--- src/design/ltlm_pkg.sv ---
`timescale 1ns / 1ps
package ltlm_pkg;

    // Event codes carried in the operation field.
    localparam logic [1:0] OP_REPLY   = 2'd0;
    localparam logic [1:0] OP_REQUEST = 2'd1;
    localparam logic [1:0] OP_TICK    = 2'd2;

    // Configuration register indexes.
    localparam logic [1:0] REG_WARMUP   = 2'd0;
    localparam logic [1:0] REG_WINDOW_F = 2'd1;
    localparam logic [1:0] REG_WINDOW_S = 2'd2;
    localparam logic [1:0] REG_STALE    = 2'd3;

    localparam logic [7:0]  METER_MAGIC      = 8'hE7;
    localparam logic [7:0]  KIND_TIMED       = 8'd1;
    localparam logic [6:0]  LOSS_CLAMP       = 7'd99;
    localparam logic [7:0]  WARMUP_RESET     = 8'd30;
    localparam logic [15:0] WINDOW_F_RESET   = 16'd240;
    localparam logic [3:0]  WINDOW_S_RESET   = 4'd4;
    localparam logic [15:0] STALE_RESET      = 16'd30;
    localparam int          DIV_W            = 23;

    // Request to the shared serial divider.
    typedef struct packed {
        logic              start;
        logic [DIV_W-1:0]  dividend;
        logic [15:0]       divisor;
    } div_req_t;

    // Status of the shared serial divider.
    typedef struct packed {
        logic              busy;
        logic              done;
        logic [DIV_W-1:0]  quotient;
    } div_rsp_t;

endpackage

--- src/design/ltlm_divider.sv ---
`timescale 1ns / 1ps
module ltlm_divider (
    input  logic               clk,
    input  logic               rst_n,
    input  ltlm_pkg::div_req_t req,
    output ltlm_pkg::div_rsp_t rsp
);
    import ltlm_pkg::*;

    logic [DIV_W-1:0] quot_reg, quot_next;
    logic [16:0]      rem_reg, rem_next;
    logic [15:0]      den_reg, den_next;
    logic [4:0]       count_reg, count_next;
    logic             busy_reg, busy_next;
    logic             done_reg, done_next;
    logic [16:0]      trial;

    // One quotient bit per cycle by restoring division.
    always_comb
    begin
        quot_next  = quot_reg;
        rem_next   = rem_reg;
        den_next   = den_reg;
        count_next = count_reg;
        busy_next  = busy_reg;
        done_next  = 1'b0;
        trial      = {rem_reg[15:0], quot_reg[DIV_W-1]};
        if (req.start)
        begin
            quot_next  = req.dividend;
            rem_next   = '0;
            den_next   = req.divisor;
            count_next = 5'(DIV_W);
            busy_next  = 1'b1;
        end
        else if (busy_reg)
        begin
            if (trial >= {1'b0, den_reg})
            begin
                rem_next  = trial - {1'b0, den_reg};
                quot_next = {quot_reg[DIV_W-2:0], 1'b1};
            end
            else
            begin
                rem_next  = trial;
                quot_next = {quot_reg[DIV_W-2:0], 1'b0};
            end
            count_next = count_reg - 5'd1;
            if (count_reg == 5'd1)
            begin
                busy_next = 1'b0;
                done_next = 1'b1;
            end
        end
    end

    always_ff @(posedge clk or negedge rst_n)
    begin
        if (!rst_n)
        begin
            busy_reg  <= 1'b0;
            done_reg  <= 1'b0;
            count_reg <= '0;
        end
        else
        begin
            busy_reg  <= busy_next;
            done_reg  <= done_next;
            count_reg <= count_next;
        end
    end

    always_ff @(posedge clk)
    begin
        quot_reg <= quot_next;
        rem_reg  <= rem_next;
        den_reg  <= den_next;
    end

    assign rsp.busy     = busy_reg;
    assign rsp.done     = done_reg;
    assign rsp.quotient = quot_reg;
endmodule

--- src/design/link_timing_loss_meter.sv ---
`timescale 1ns / 1ps
// A result is offered in S_OUT, reached from S_TIME1, or via S_TIME2 for a timed reply
// after warmup. A tick that closes a window runs up to five divisions on the shared serial
// divider through S_WIN, S_DIV and S_DIVWAIT; a loss division is skipped for an empty or
// loss-free window. One transaction at a time; in_ready is low until the result is taken,
// so a new one is not accepted before the last is through. Reset (rst_n, asynchronous,
// active low) clears counters and results; warmup reloads, stale is set, best loss is 99.
module link_timing_loss_meter (
    input  logic        clk,
    input  logic        rst_n,
    input  logic        in_valid,
    output logic        in_ready,
    input  logic [1:0]  operation,
    input  logic        link_active,
    input  logic [7:0]  magic_byte,
    input  logic [7:0]  packet_kind,
    input  logic [15:0] peer_sequence,
    input  logic [15:0] send_time,
    input  logic [15:0] peer_receive_time,
    input  logic [15:0] peer_transmit_time,
    input  logic [15:0] time_now,
    output logic        out_valid,
    input  logic        out_ready,
    output logic signed [15:0] delay,
    output logic signed [15:0] offset,
    output logic signed [15:0] jitter,
    output logic        delay_valid,
    output logic        stale,
    output logic [15:0] tx_rate,
    output logic [15:0] rx_rate,
    output logic [6:0]  loss_round_trip,
    output logic [6:0]  loss_forward,
    output logic [6:0]  loss_reverse,
    output logic [6:0]  loss_worst,
    output logic [6:0]  loss_best,
    input  logic        cfg_we,
    input  logic [1:0]  cfg_index,
    input  logic [15:0] cfg_data
);
    import ltlm_pkg::*;

    typedef enum logic [3:0] {
        S_IDLE, S_TIME1, S_TIME2, S_WIN, S_DIV, S_DIVWAIT, S_OUT
    } state_t;

    state_t state_reg;

    // Configuration.
    logic [7:0]  warmup_cfg_reg;
    logic [15:0] window_f_reg, stale_cfg_reg;
    logic [3:0]  window_s_reg;

    // Captured transaction.
    logic [1:0]  op_reg;
    logic        act_reg;
    logic [7:0]  magic_reg, kind_reg;
    logic [15:0] pseq_reg, t1_reg, t2_reg, t3_reg, t4_reg;

    // Meter state.
    logic [15:0] sent_cnt_reg, reply_cnt_reg, last_pseq_reg, last_rtime_reg;
    logic        have_reply_reg, have_delay_reg, win_started_reg, stale_reg;
    logic [7:0]  warm_left_reg;
    logic [15:0] delay_reg, offset_reg, jitter_reg, prev_delay_reg;
    logic [15:0] win_time_reg, win_sent_reg, win_reply_reg, win_peer_reg;
    logic [15:0] sent_rate_reg, reply_rate_reg;
    logic [6:0]  loss_rt_reg, loss_fwd_reg, loss_rev_reg, loss_max_reg, loss_min_reg;

    // Timing scratch and window deltas.
    logic [15:0] dly_reg, off_reg;
    logic [15:0] d_tx_reg, d_got_reg, d_ps_reg;
    logic [2:0]  div_step_reg;

    div_req_t div_req;
    div_rsp_t div_rsp;

    ltlm_divider u_div (.clk(clk), .rst_n(rst_n), .req(div_req), .rsp(div_rsp));

    // Combinational helpers for the timing path.
    logic [15:0] dly_c, off_c, jd_c, inst_c;
    logic [16:0] off_ext_c, jdiff_c;
    always_comb
    begin
        dly_c     = (t4_reg - t1_reg) - (t3_reg - t2_reg);
        off_ext_c = 17'($signed({(16'(t2_reg - t1_reg)) >> 15 != 0, 16'(t2_reg - t1_reg)}))
                  + 17'($signed({(16'(t3_reg - t4_reg)) >> 15 != 0, 16'(t3_reg - t4_reg)}));
        // Halve toward zero.
        off_c     = 16'(($signed(off_ext_c) + (off_ext_c[16] ? 17'sd1 : 17'sd0)) >>> 1);
        jd_c      = dly_reg - prev_delay_reg;
        inst_c    = jd_c[15] ? 16'(-jd_c) : jd_c;
        // The jitter step difference needs a seventeenth bit before the shift.
        jdiff_c   = {inst_c[15], inst_c} - {jitter_reg[15], jitter_reg};
    end

    // Divider operand selection per step: two rates, then three losses.
    logic [15:0] secs_c, tot_c, kept_c;
    logic        loss_skip_c;
    always_comb
    begin
        secs_c = (window_s_reg == 4'd0) ? 16'd1 : {12'd0, window_s_reg};
        case (div_step_reg)
            3'd2:    begin tot_c = d_tx_reg; kept_c = d_got_reg; end
            3'd3:    begin tot_c = d_tx_reg; kept_c = d_ps_reg;  end
            default: begin tot_c = d_ps_reg; kept_c = d_got_reg; end
        endcase
        loss_skip_c = (tot_c == 16'd0) || (kept_c >= tot_c);
        div_req.start = (state_reg == S_DIV) && !(div_step_reg >= 3'd2 && loss_skip_c);
        if (div_step_reg < 3'd2)
        begin
            div_req.dividend = {7'd0, (div_step_reg == 3'd0) ? d_tx_reg : d_got_reg};
            div_req.divisor  = secs_c;
        end
        else
        begin
            div_req.dividend = 23'(tot_c - kept_c) * 23'd100;
            div_req.divisor  = tot_c;
        end
    end

    logic [6:0] loss_q_c;
    assign loss_q_c = (div_rsp.quotient > 23'd99) ? LOSS_CLAMP : div_rsp.quotient[6:0];

    always_ff @(posedge clk or negedge rst_n)
    begin
        if (!rst_n)
        begin
            state_reg <= S_IDLE;
            warmup_cfg_reg <= WARMUP_RESET;
            window_f_reg <= WINDOW_F_RESET;
            window_s_reg <= WINDOW_S_RESET;
            stale_cfg_reg <= STALE_RESET;
            sent_cnt_reg <= '0; reply_cnt_reg <= '0; last_pseq_reg <= '0;
            last_rtime_reg <= '0; have_reply_reg <= 1'b0; have_delay_reg <= 1'b0;
            win_started_reg <= 1'b0; stale_reg <= 1'b1; warm_left_reg <= WARMUP_RESET;
            delay_reg <= '0; offset_reg <= '0; jitter_reg <= '0; prev_delay_reg <= '0;
            win_time_reg <= '0; win_sent_reg <= '0; win_reply_reg <= '0; win_peer_reg <= '0;
            sent_rate_reg <= '0; reply_rate_reg <= '0;
            loss_rt_reg <= '0; loss_fwd_reg <= '0; loss_rev_reg <= '0;
            loss_max_reg <= '0; loss_min_reg <= LOSS_CLAMP;
            div_step_reg <= '0;
        end
        else
        begin
            if (cfg_we)
            begin
                case (cfg_index)
                    REG_WARMUP:
                    begin
                        warmup_cfg_reg <= cfg_data[7:0];
                        warm_left_reg  <= cfg_data[7:0];
                    end
                    REG_WINDOW_F: window_f_reg  <= cfg_data;
                    REG_WINDOW_S: window_s_reg  <= cfg_data[3:0];
                    REG_STALE:    stale_cfg_reg <= cfg_data;
                    default: ;
                endcase
            end
            case (state_reg)
                S_IDLE:
                begin
                    if (in_valid)
                    begin
                        state_reg <= S_TIME1;
                    end
                end
                S_TIME1:
                begin
                    state_reg <= S_OUT;
                    if (op_reg == OP_REPLY && act_reg && magic_reg == METER_MAGIC)
                    begin
                        have_reply_reg <= 1'b1;
                        last_rtime_reg <= t4_reg;
                        reply_cnt_reg  <= reply_cnt_reg + 16'd1;
                        last_pseq_reg  <= pseq_reg;
                        if (kind_reg == KIND_TIMED && warm_left_reg == 8'd0)
                        begin
                            dly_reg   <= dly_c;
                            off_reg   <= off_c;
                            state_reg <= S_TIME2;
                        end
                    end
                    else if (op_reg == OP_REQUEST && act_reg)
                    begin
                        sent_cnt_reg <= sent_cnt_reg + 16'd1;
                    end
                    else if (op_reg == OP_TICK)
                    begin
                        stale_reg <= !have_reply_reg
                                  || (16'(t4_reg - last_rtime_reg) > stale_cfg_reg);
                        if (act_reg)
                        begin
                            if (warm_left_reg != 8'd0)
                                warm_left_reg <= warm_left_reg - 8'd1;
                            if (!win_started_reg)
                            begin
                                win_started_reg <= 1'b1;
                                win_time_reg  <= t4_reg;
                                win_sent_reg  <= sent_cnt_reg;
                                win_reply_reg <= reply_cnt_reg;
                                win_peer_reg  <= last_pseq_reg;
                            end
                            else if (16'(t4_reg - win_time_reg) >= window_f_reg)
                            begin
                                state_reg <= S_WIN;
                            end
                        end
                    end
                end
                S_TIME2:
                begin
                    delay_reg      <= dly_reg;
                    offset_reg     <= off_reg;
                    jitter_reg     <= have_delay_reg
                        ? 16'(jitter_reg + 16'($signed(jdiff_c) >>> 2)) : inst_c;
                    prev_delay_reg <= dly_reg;
                    have_delay_reg <= 1'b1;
                    state_reg      <= S_OUT;
                end
                S_WIN:
                begin
                    d_tx_reg  <= sent_cnt_reg - win_sent_reg;
                    d_got_reg <= reply_cnt_reg - win_reply_reg;
                    d_ps_reg  <= last_pseq_reg - win_peer_reg;
                    win_time_reg  <= t4_reg;
                    win_sent_reg  <= sent_cnt_reg;
                    win_reply_reg <= reply_cnt_reg;
                    win_peer_reg  <= last_pseq_reg;
                    div_step_reg  <= 3'd0;
                    state_reg     <= S_DIV;
                end
                S_DIV:
                begin
                    if (div_req.start)
                        state_reg <= S_DIVWAIT;
                    else
                    begin
                        // Loss of an empty or loss-free window is zero.
                        case (div_step_reg)
                            3'd2: loss_rt_reg  <= '0;
                            3'd3: loss_fwd_reg <= '0;
                            default: loss_rev_reg <= '0;
                        endcase
                        if (div_step_reg == 3'd2 && d_tx_reg != 16'd0)
                            loss_min_reg <= '0;
                        if (div_step_reg == 3'd4)
                            state_reg <= S_OUT;
                        div_step_reg <= div_step_reg + 3'd1;
                    end
                end
                S_DIVWAIT:
                begin
                    if (div_rsp.done)
                    begin
                        case (div_step_reg)
                            3'd0: sent_rate_reg  <= div_rsp.quotient[15:0];
                            3'd1: reply_rate_reg <= div_rsp.quotient[15:0];
                            3'd2:
                            begin
                                loss_rt_reg <= loss_q_c;
                                if (loss_q_c > loss_max_reg) loss_max_reg <= loss_q_c;
                                if (loss_q_c < loss_min_reg) loss_min_reg <= loss_q_c;
                            end
                            3'd3: loss_fwd_reg <= loss_q_c;
                            default: loss_rev_reg <= loss_q_c;
                        endcase
                        div_step_reg <= div_step_reg + 3'd1;
                        state_reg <= (div_step_reg == 3'd4) ? S_OUT : S_DIV;
                    end
                end
                S_OUT:
                begin
                    if (out_ready)
                        state_reg <= S_IDLE;
                end
                default: state_reg <= S_IDLE;
            endcase
        end
    end

    // Capture the transaction payload.
    always_ff @(posedge clk)
    begin
        if (in_valid && in_ready)
        begin
            op_reg <= operation; act_reg <= link_active;
            magic_reg <= magic_byte; kind_reg <= packet_kind;
            pseq_reg <= peer_sequence; t1_reg <= send_time;
            t2_reg <= peer_receive_time; t3_reg <= peer_transmit_time;
            t4_reg <= time_now;
        end
    end

    assign in_ready        = (state_reg == S_IDLE);
    assign out_valid       = (state_reg == S_OUT);
    assign delay           = delay_reg;
    assign offset          = offset_reg;
    assign jitter          = jitter_reg;
    assign delay_valid     = have_delay_reg;
    assign stale           = stale_reg;
    assign tx_rate         = sent_rate_reg;
    assign rx_rate         = reply_rate_reg;
    assign loss_round_trip = loss_rt_reg;
    assign loss_forward    = loss_fwd_reg;
    assign loss_reverse    = loss_rev_reg;
    assign loss_worst      = loss_max_reg;
    assign loss_best       = loss_min_reg;

    // The divider only runs during a window close.
    assert property (@(posedge clk) disable iff (!rst_n)
        div_rsp.busy |-> (state_reg == S_DIVWAIT))
        else $error("divider busy outside a window close");
    // Round-trip and worst loss never exceed the clamp.
    assert property (@(posedge clk) disable iff (!rst_n)
        (loss_rt_reg <= LOSS_CLAMP) && (loss_max_reg <= LOSS_CLAMP))
        else $error("loss above clamp");
    // A result is never shown while an input is being taken.
    assert property (@(posedge clk) disable iff (!rst_n)
        !(in_ready && out_valid))
        else $error("ready and result overlap");
endmodule

--- config.mk ---
export PLATFORM = sky130hd
export DESIGN_NAME = link_timing_loss_meter
export DESIGN_NICKNAME = d
export VERILOG_FILES = /design/src/design/ltlm_pkg.sv /design/src/design/ltlm_divider.sv /design/src/design/link_timing_loss_meter.sv
export SDC_FILE = /design/constraint.sdc
export NUM_CORES = 1
export LEC_CHECK = 0
export BUFFER_PORTS_ARGS = -buffer_cell sky130_fd_sc_hd__buf_2
export CORE_MARGIN = 2
export CORE_UTILIZATION = 45
export DETAILED_ROUTE_END_ITERATION = 8
export HOLD_SLACK_MARGIN = 0.08
export SLEW_MARGIN = 10
export SYNTH_ARGS = -nofsm -noshare
export SYNTH_HDL_FRONTEND = slang
export SYNTH_SLANG_ARGS = --single-unit
--- constraint.sdc ---
create_clock -name clk -period 11.5 [get_ports clk]
set_input_delay 1.725 -clock clk [delete_from_list [all_inputs] [get_ports clk]]
set_output_delay 1.725 -clock clk [all_outputs]
set_load 0.05 [all_outputs]
Word level (Yosys, flattened, before mapping)

Cells that the tools add are included.

Register bits: 539
Input bits: 122
Output and inout port bits: 119
Word-level logic and storage cells: 256

Add/subtract/negate cells: 23
$mul: 1
$lt $le $gt $ge: 9
Equal/unequal tests: 36
Multiplexer cells: 91
Bitwise operators: 2
Reduce and logical (&&, ||, !) cells: 46

Operators with widths:

| cell                    | number |
|---|---|
| $mux W16                | 26 |
| $sub A16 B16 Y16        | 12 |
| $pmux W16 S2            | 4 |
| $mux W7                 | 18 |
| $mux W8                 | 8 |
| $pmux W7 S2             | 4 |
| $mux W23                | 2 |
| $mux W39                | 1 |
| $sub A16 B16 Y17        | 2 |
| $add A16 B1 Y16 const B | 2 |
| $ge A16 B16 Y1          | 2 |
| $mux W4                 | 7 |
| $pmux W4 S7             | 1 |
| $mux W3                 | 8 |
| $gt A23 B7 Y1 const B   | 1 |
| $mul A23 B5 Y21 const B | 1 |
| $ne A2 B2 Y1 const B    | 11 |
| $reduce_and A5 Y1       | 4 |
| $add A16 B16 Y17        | 1 |
| $add A17 B2 Y17         | 1 |
| $ge A17 B16 Y1          | 1 |
| $add A16 B16 Y16        | 1 |
| $gt A16 B16 Y1          | 1 |
| $logic_not A16 Y1       | 1 |
| other kinds (43)        | 88 |

Depth between registers and ports, before layout

Gate-level depths: netlist of the first run.

Depth in word-level cells: 10
Gate-level depth with buffers: 32

Cells and area by module

A second synthesis of the first run with hierarchy kept.

Cell total of the unflattened synthesis: 3,426
Area, all modules: 34,617.0 µm²

By module, submodules not included:

| module                 | times used | cells each | area an instance (µm²) |
|---|---|---|---|
| link_timing_loss_meter | 1          | 3,121      | 31,123.6 |
| ltlm_divider           | 1          | 305        | 3,493.4 |

Worst setup path before layout of the first run

OpenSTA, ideal clock, no wires.

Path kind: input to register
From: input rst_n
To: register d_got_reg[0], enable pin
Setup time: 0.573 ns
Data arrival time: 6.309 ns
Data required time: 10.927 ns
Setup slack: 4.618 ns
Cell stages on the path: 2
Path through: inv_1 -> nor4_1

Cells in the longest elaborated chain, start to end: 1

Ends and longest elaborated chain:

| element                     | RTL line                      | RTL |
|---|---|---|
| start: declaration          | link_timing_loss_meter.sv:10  | `input logic rst_n,` |
| $reduce_and A2 Y1 (no line) | --                            |  |
| end signal: assignment      | link_timing_loss_meter.sv:221 | `d_got_reg <= reply_cnt_reg - win_reply_reg;` |
| end: declaration            | link_timing_loss_meter.sv:70  | `logic [15:0] d_tx_reg, d_got_reg, d_ps_reg;` |

No other way between the ends.
A chain may end at the register's enable or synchronous reset.

Worst setup path in the final report of the first run

From: register div_step_reg[2]
To: register u_div.quot_reg[22], data pin

Cells in the longest elaborated chain, start to end: 9

Ends and longest elaborated chain:

| element                                                                 | RTL line                      | RTL |
|---|---|---|
| start: declaration                                                      | link_timing_loss_meter.sv:71  | `logic [2:0] div_step_reg;` |
| start signal: assignment                                                | link_timing_loss_meter.sv:246 | `div_step_reg <= div_step_reg + 3'd1;` |
| start signal: assignment                                                | link_timing_loss_meter.sv:265 | `div_step_reg <= div_step_reg + 3'd1;` |
| parallel branches: the longest is 8 deep, another holds $mul A23 B5 Y21 | --                            |  |
| $mux W23 *                                                              | ltlm_divider.sv:28            | `if (req.start)` |
| net u_div.quot_next[22]                                                 | ltlm_divider.sv:10            | `logic [DIV_W-1:0] quot_reg, quot_next;` |
| end signal: assignment                                                  | ltlm_divider.sv:75            | `quot_reg <= quot_next;` |
| end: declaration                                                        | ltlm_divider.sv:10            |  |

Mark *: on every way through the listed nets, which the timed path passes.

==> results by group, run 1 <==
Run status
  • Status: finished clean

Drt
  • Antenna viol nets, final: 0
  • Met2 wire length: 35100 microns
  • DR top layer: met5
  • First-pass DRT Iterations: 5
  • DR WL met3: 3950 microns
  • M1 wire length: 40900 microns
  • Detailed-route via count: 24500
  • Routed WL: 82200 microns
  • Avg Vias per Cell: 5.32
  • Drc violations: 0
  • WL/cell: 17.8 microns
  • Initial DRC Count: 1500

Critical path
  • Top cell by count, worst path: ha_1
  • Critical Path Fanout Max: 20
  • Start of the worst register-to-register path: div_step_reg[2]$_DFFE_PN0P_
  • Largest stage delay, worst path: 0.82 ns
  • Crit path launch type: flip-flop
  • Nature of the critical path endpoint: flip-flop
  • Reg2Reg Depth: 27
  • CP max-delay cell: nor2_2
  • Required time of the critical path: 11.85 ns
  • CP Data Arrival Time: 8.23 ns
  • Crit path from: div_step_reg[2]$_DFFE_PN0P_
  • Kind of critical path: reg2reg

Timing
  • Clock Skew: 0.0206 ns
  • Fmax achieved: 127 MHz
  • Slew Viols, Final: 0
  • Period utilization: 68.5%
  • Setup TNS: 0 ns
  • Minimum clock period: 7.88 ns
  • RSZ-0062 raised after global routing: false
  • Final Hold Fails: 0
  • Final Setup Violations: 0
  • Worst Tran Pin Value: 1.23 ns
  • Relative slew slack: 17.0%

Min path
  • HP Class: reg2reg
  • Critical hold path startpoint: off_reg[0]$_DFFE_PP_
  • WHS Path Cells: 2

Die
  • DIE AREA: 78600 sq um
  • DIE HEIGHT: 280 microns
  • Initial core utilization: 45.4%
  • Core footprint: 75800 sq um
  • # rows: 101
  • Top Ports: 241
  • Die Wd: 280 microns

Logic synthesis
  • Synth Area in Compound Gates: 12.1%
  • XOR/XNOR Fraction of Synth Area: 6.48%
  • Seq/Total Area, Yosys: 42.2%
  • Top_reg_cell synth: dfrtp_1
  • Post-synthesis simple-gate area fraction: 12.0%
  • Warning count from the yosys run: 0
  • Post-synthesis adder-cell area fraction: 15.2%
  • Number of synthesized flops with an enable pin: 218
  • Largest family of logic cells by synthesized area: adder cells
  • Post-Syn Nets: 3829
  • Yosys reg bits: 538
  • Syn_area_per_cell: 10.3 sq um
  • Synthesized area: 34400 sq um
  • Syn Inst Count: 3324
  • Post-synth cell types: 97
  • Synth async-reset ratio: 56.5%
  • Mux contribution to synthesized area: 7.28%

Finish
  • Layout area overhead: 13.0%
  • Most frequent cells in the layout: inv_1 (376), ha_1 (325), nand2_1 (290)
  • Most common cell after layout, fill and taps aside: inv_1
  • Fraction of layout cells with a size suffix above 1: 16.5%
  • Max FFs per register: 23
  • Final net count: 4088

Clocking
  • Clock-pin slew on the worst setup and hold paths: 0.06 ns
  • Root Buffer: clkbuf_16
  • CTS resizes: 0
  • Longest Clk Path Bufs: 3
  • Post-CTS setup buffers: 0
  • CTS tree: yes
  • Worst skew pair latency: 0.60 ns
  • TritonCTS Buffers: 66
  • Hold buffers post-CTS: 0
  • Sink Count: 538
  • H-tree levels: 3

Global routing
  • Vias in the first global route: 23900
  • First-pass GRT wire length: 131000 microns
  • Overflow after GRT: 0
  • Largest net degree at the start of global routing: 86
  • Tot GR Track Use: 21.0%
  • Initial antenna violation count: 9

Placed design
  • HPWL Detailed: 63200 microns
  • Number of port buffers: 240
  • Final GP Congestion: 0.938

Job
  • Max-cap violations: 0
==> worst paths after layout <==
| kind | slack, ns | end |
|---|---|---|
| worst min register to register | 0.44 | offset[0]$_DFFE_PN0P_ |
| max in group asynchronous | 8.29 | reply_cnt_reg[10]$_DFFE_PN0P_ |
| worst min-delay path | 0.44 | offset[0]$_DFFE_PN0P_ |
| worst max register to register | 3.62 | u_div.quot_reg[22]$_DFFE_PP_ |
| worst max-delay path | 3.62 | u_div.quot_reg[22]$_DFFE_PP_ |
| min in group asynchronous | 1.03 | jitter[12]$_DFFE_PN0P_ |
==> metrics by stage <==
| stage | std cells | hold slack, ns | setup slack (ns) | cell area [sq um] | util (%) |
|---|---|---|---|---|---|
| 5_1_grt | 4615 | 0.471 | 3.09 | 38900 | 51.3 |
| 2_1_floorplan | 3324 | 0.415 | 4.62 | 34400 | - |
| 3_5_place_dp | 4493 | 0.425 | 3.69 | 36700 | 48.4 |
| 3_3_place_gp | 4493 | 0.421 | 3.82 | 36700 | 48.4 |
| 4_1_cts | 4614 | 0.444 | 3.65 | 38900 | 51.2 |
| 6_report | 4616 | 0.445 | 3.62 | 38900 | 51.3 |
==> metal layers <==
layer	GRT usage, %	up-vias
li1	-	12200
met1	30.7	11700
met4	6.88	2
met3	3.61	121
met2	31.6	451
met5	0	-
==> worst max-delay path, delay by kind of cell, from the launching register on <==
family	cells	cell delay, ns
DFF	1	0.52
AOI/OAI and AO/OA	9	2.21
buffers and inverters	5	0.51
xor gates and xnor gates	2	0.58
and+or+nand+nor	3	1.28
muxes	1	0.42
adders and majority gates	7	2.09
==> cell usage after synthesis (23+ instances only) <==
| master | n | share of area [%] |
|---|---|---|
| dfrtp_1 | 286 | 21 |
| mux2i_1 | 50 | 1.5 |
| mux2_2 | 150 | 4.9 |
| nand4_1 | 36 | 0.65 |
| o21ai_0 | 171 | 2.5 |
| nor2_1 | 179 | 2.0 |
| nand2b_1 | 34 | 0.62 |
| clkbuf_1 | 50 | 0.55 |
| and3_1 | 23 | 0.42 |
| edfxtp_1 | 218 | 19 |
| fa_1 | 58 | 3.4 |
| xor2_1 | 81 | 2.1 |
| xnor2_1 | 171 | 4.4 |
| a21oi_1 | 142 | 2.1 |
| nor2b_1 | 49 | 0.89 |
| nand3_1 | 72 | 1.0 |
| a21o_1 | 80 | 1.7 |
| o21a_1 | 26 | 0.57 |
| ha_1 | 325 | 12 |
| o21bai_1 | 23 | 0.50 |
| inv_1 | 376 | 4.1 |
| nor3_1 | 65 | 0.95 |
| nand2_1 | 291 | 3.2 |
==> kinds of logic (layout without fill, tap and decap cells) <==
| kind of cell | Yosys count | after routing |
|---|---|---|
| flip-flops | 538 | 538 |
| AO/OA/AOI/OAI | 632 | 632 |
| adder cells (fa/ha/maj) | 383 | 383 |
| XOR/XNOR | 253 | 253 |
| multiplexers | 221 | 221 |
| buffers and inverters | 441 | 753 |
| AND/OR/NAND/NOR | 856 | 856 |
| other | 0 | 2 |
==> cell type report <==
type | instances | area [sq um]
clock inverter | 32 | 256
multi-input combinational | 2345 | 18300
inverter | 377 | 1420
fill | 6922 | 37000
timing repair buffer | 255 | 1320
tap | 978 | 1220
clock buffer | 89 | 1870
sequential | 538 | 14500
antenna | 2 | 5.00
Power of run 1 is not shown: default switching activity piles up to over one toggle a cycle in this logic, so the estimate is an artifact.
==> inputs of run 2 (changes only) <==
==> constraint.sdc (replaced) <==
create_clock -name clk -period 7.05 [get_ports clk]
set_input_delay 1.0575 -clock clk [delete_from_list [all_inputs] [get_ports clk]]
set_output_delay 1.0575 -clock clk [all_outputs]
set_load 0.05 [all_outputs]
==> run 2 against run 1 <==
  * Sequential share of layout area shrank 0.18 points
  * Final area grew 0.47%
  * Core utilization is 0.24 points higher
  * Die area stayed put
==> results by group, run 2 (same netlist as run 1, synthesis figures left out) <==
Run status
  • Status: finished clean (unchanged)

Finish
  • Fraction of layout cells with a size suffix above 1: 17.0% (was 16.5%)
  • Fill cells: 6995 (was 6922)
  • Final net count: 4101 (was 4088)
  • Max FFs per register: 23 (unchanged)
  • Reg area: 14500 sq um (about the same)
  • Area occupied by multi-input gates: 18300 sq um (about the same)
  • Most common cell after layout, fill and taps aside: inv_1 (unchanged)
  • Layout area overhead: 13.5% (was 13.0%)
  • Most frequent cells in the layout: inv_1 (376), ha_1 (324), nand2_1 (290) (was inv_1 (376), ha_1 (325), nand2_1 (290))

Drt
  • Antenna viol nets, final: 0 (unchanged)
  • WL/cell: 17.6 microns (was 17.8 microns)
  • Detailed-route via count: 24600 (was 24500)
  • Routed WL: 81400 microns (was 82200 microns)
  • Initial DRC Count: 1633 (was 1500)
  • Drc violations: 0 (unchanged)
  • Avg Vias per Cell: 5.30 (was 5.32)
  • First-pass DRT Iterations: 5 (unchanged)

Clocking
  • Clock-pin slew on the worst setup and hold paths: 0.07 ns (was 0.06 ns)
  • Root Buffer: clkbuf_16 (unchanged)
  • Hold buffers post-CTS: 0 (unchanged)
  • TritonCTS Buffers: 60 (was 66)
  • Sink Count: 538 (unchanged)
  • Worst skew pair latency: 0.65 ns (was 0.60 ns)
  • CTS tree: yes (unchanged)
  • H-tree levels: 2 (was 3)
  • Longest Clk Path Bufs: 3 (unchanged)

Global routing
  • Initial antenna violation count: 10 (was 9)
  • First-pass GRT wire length: 129000 microns (was 131000 microns)
  • Overflow after GRT: 0 (unchanged)
  • Largest net degree at the start of global routing: 144 (was 86)
  • Vias in the first global route: 23300 (was 23900)
  • Tot GR Track Use: 20.7% (was 21.0%)

Timing
  • Clock Skew: 0.0325 ns (was 0.0206 ns)
  • RSZ-0062 raised after global routing: false (unchanged)
  • Fmax achieved: 150 MHz (was 127 MHz)
  • Final Setup Violations: 0 (unchanged)
  • Period utilization: 94.7% (was 68.5%)
  • Worst Tran Pin Value: 1.25 ns (was 1.23 ns)
  • Slew Viols, Final: 0 (unchanged)
  • Minimum clock period: 6.67 ns (was 7.88 ns)
  • Setup TNS: 0 ns (unchanged)
  • Final Hold Fails: 0 (unchanged)
  • Relative slew slack: 16.9% (was 17.0%)

Placed design
  • Number of port buffers: 240 (unchanged)
  • Final GP Congestion: 0.951 (was 0.938)
  • HPWL Detailed: 62900 microns (was 63200 microns)

Critical path
  • Start of the worst register-to-register path: div_step_reg[0]$_DFFE_PN0P_ (was div_step_reg[2]$_DFFE_PN0P_)
  • Kind of critical path: reg2reg (unchanged)
  • Worst flop-to-flop path endpoint: u_div.quot_reg[22]$_DFFE_PP_ (unchanged)
  • CP Data Arrival Time: 7.06 ns (was 8.23 ns)
  • Critical Path Fanout Max: 15 (was 20)
  • Required time of the critical path: 7.44 ns (was 11.85 ns)
  • Nature of the critical path endpoint: flip-flop (unchanged)
  • Crit path launch type: flip-flop (unchanged)
  • Worst R2R Setup Slack: 0.38 ns (was 3.62 ns)
  • Reg2Reg Depth: 27 (unchanged)

Die
  • Core footprint: 75800 sq um (unchanged)
  • # rows: 101 (unchanged)
  • DIE AREA: 78600 sq um (unchanged)
  • Die Wd: 280 microns (unchanged)
  • DIE HEIGHT: 280 microns (unchanged)
  • Initial core utilization: 45.4% (unchanged)
  • Top Ports: 241 (unchanged)

Min path
  • HP Class: in2async (was reg2reg)

Job
  • Max-cap violations: 0 (unchanged)
-- run 2: final cells by class --
class	instances	share of cell area (%)
well taps	978	3.13
flip-flops and latches	538	37.1
multi-input cells	2345	47.0
clock buffers	84	4.45
inverters	377	3.62
diodes	5	0.0320
repair buffers	274	3.80
clock inverters	30	0.836
-- run 2: per-layer routing --
| layer | GRT usage (%) | routed length [microns] | vias to the layer above |
|---|---|---|---|
| met2 | 31.3 | 35000 | 475 |
| met4 | 5.16 | 1790 | 4 |
| met3 | 2.91 | 4230 | 118 |
| met5 | 0 | 26 | - |
| met1 | 31.1 | 40400 | 11700 |
| li1 | - | - | 12200 |
-- run 2: what timing repair did --
item	4_1_cts	5_1_grt
gates resized for setup	0	15
setup endpoints to repair	0	3
setup buffers	0	6
-- run 2: metrics by stage --
step                hold slack (ns)  utilization, %  cells  area (sq um)  setup slack, ns
CTS                           0.342            51.3   4620         38900            0.129
finish                        0.373            51.5   4631         39000            0.375
global route                  0.380            51.5   4628         39000           0.0120
global placement              0.425            48.6   4506         36800            0.262
floorplan                     0.415               -   3324         34400            0.432
detailed placement            0.429            48.6   4506         36800            0.205
-- run 2: how the worst max path moves through the flow --
stage | startpoint | to | slack [ns] | depth (start not counted)
2_1_floorplan | div_step_reg[2]$_DFFE_PN0P_ | u_div.quot_reg[22]$_DFFE_PP_ | 0.43 | 26
3_3_place_gp | div_step_reg[0]$_DFFE_PN0P_ | u_div.quot_reg[22]$_DFFE_PP_ | 0.26 | 26
3_5_place_dp | div_step_reg[0]$_DFFE_PN0P_ | u_div.quot_reg[22]$_DFFE_PP_ | 0.21 | 26
4_1_cts | div_step_reg[0]$_DFFE_PN0P_ | u_div.quot_reg[22]$_DFFE_PP_ | 0.13 | 26
5_1_grt | prev_delay_reg[1]$_DFFE_PN0P_ | jitter[15]$_DFFE_PN0P_ | 0.01 | 31
6_report | div_step_reg[0]$_DFFE_PN0P_ | u_div.quot_reg[22]$_DFFE_PP_ | 0.38 | 27
-- run 2: worst max-delay path: stages, from the launching register on --
cell and delay, ns:
dfrtp_1 0.41, inv_1 0.08, ha_1 0.26, nor2b_4 0.17, nor2_4 0.18, buf_6 0.22, mux2_2 0.37, ha_1 0.36
a21oi_1 0.22, o21bai_1 0.11, a221oi_2 0.40, o21ai_0 0.20, buf_4 0.19, xor2_1 0.25, ha_1 0.29, ha_1 0.28
inv_1 0.05, fa_1 0.53, inv_1 0.04, ha_1 0.32, o21ai_0 0.16, nand2b_1 0.11, nand2_1 0.11, a21oi_1 0.05
o21a_1 0.19, o41a_1 0.33, xnor3_1 0.34, a22o_1 0.20
Power of run 2 is left out for the same reason.
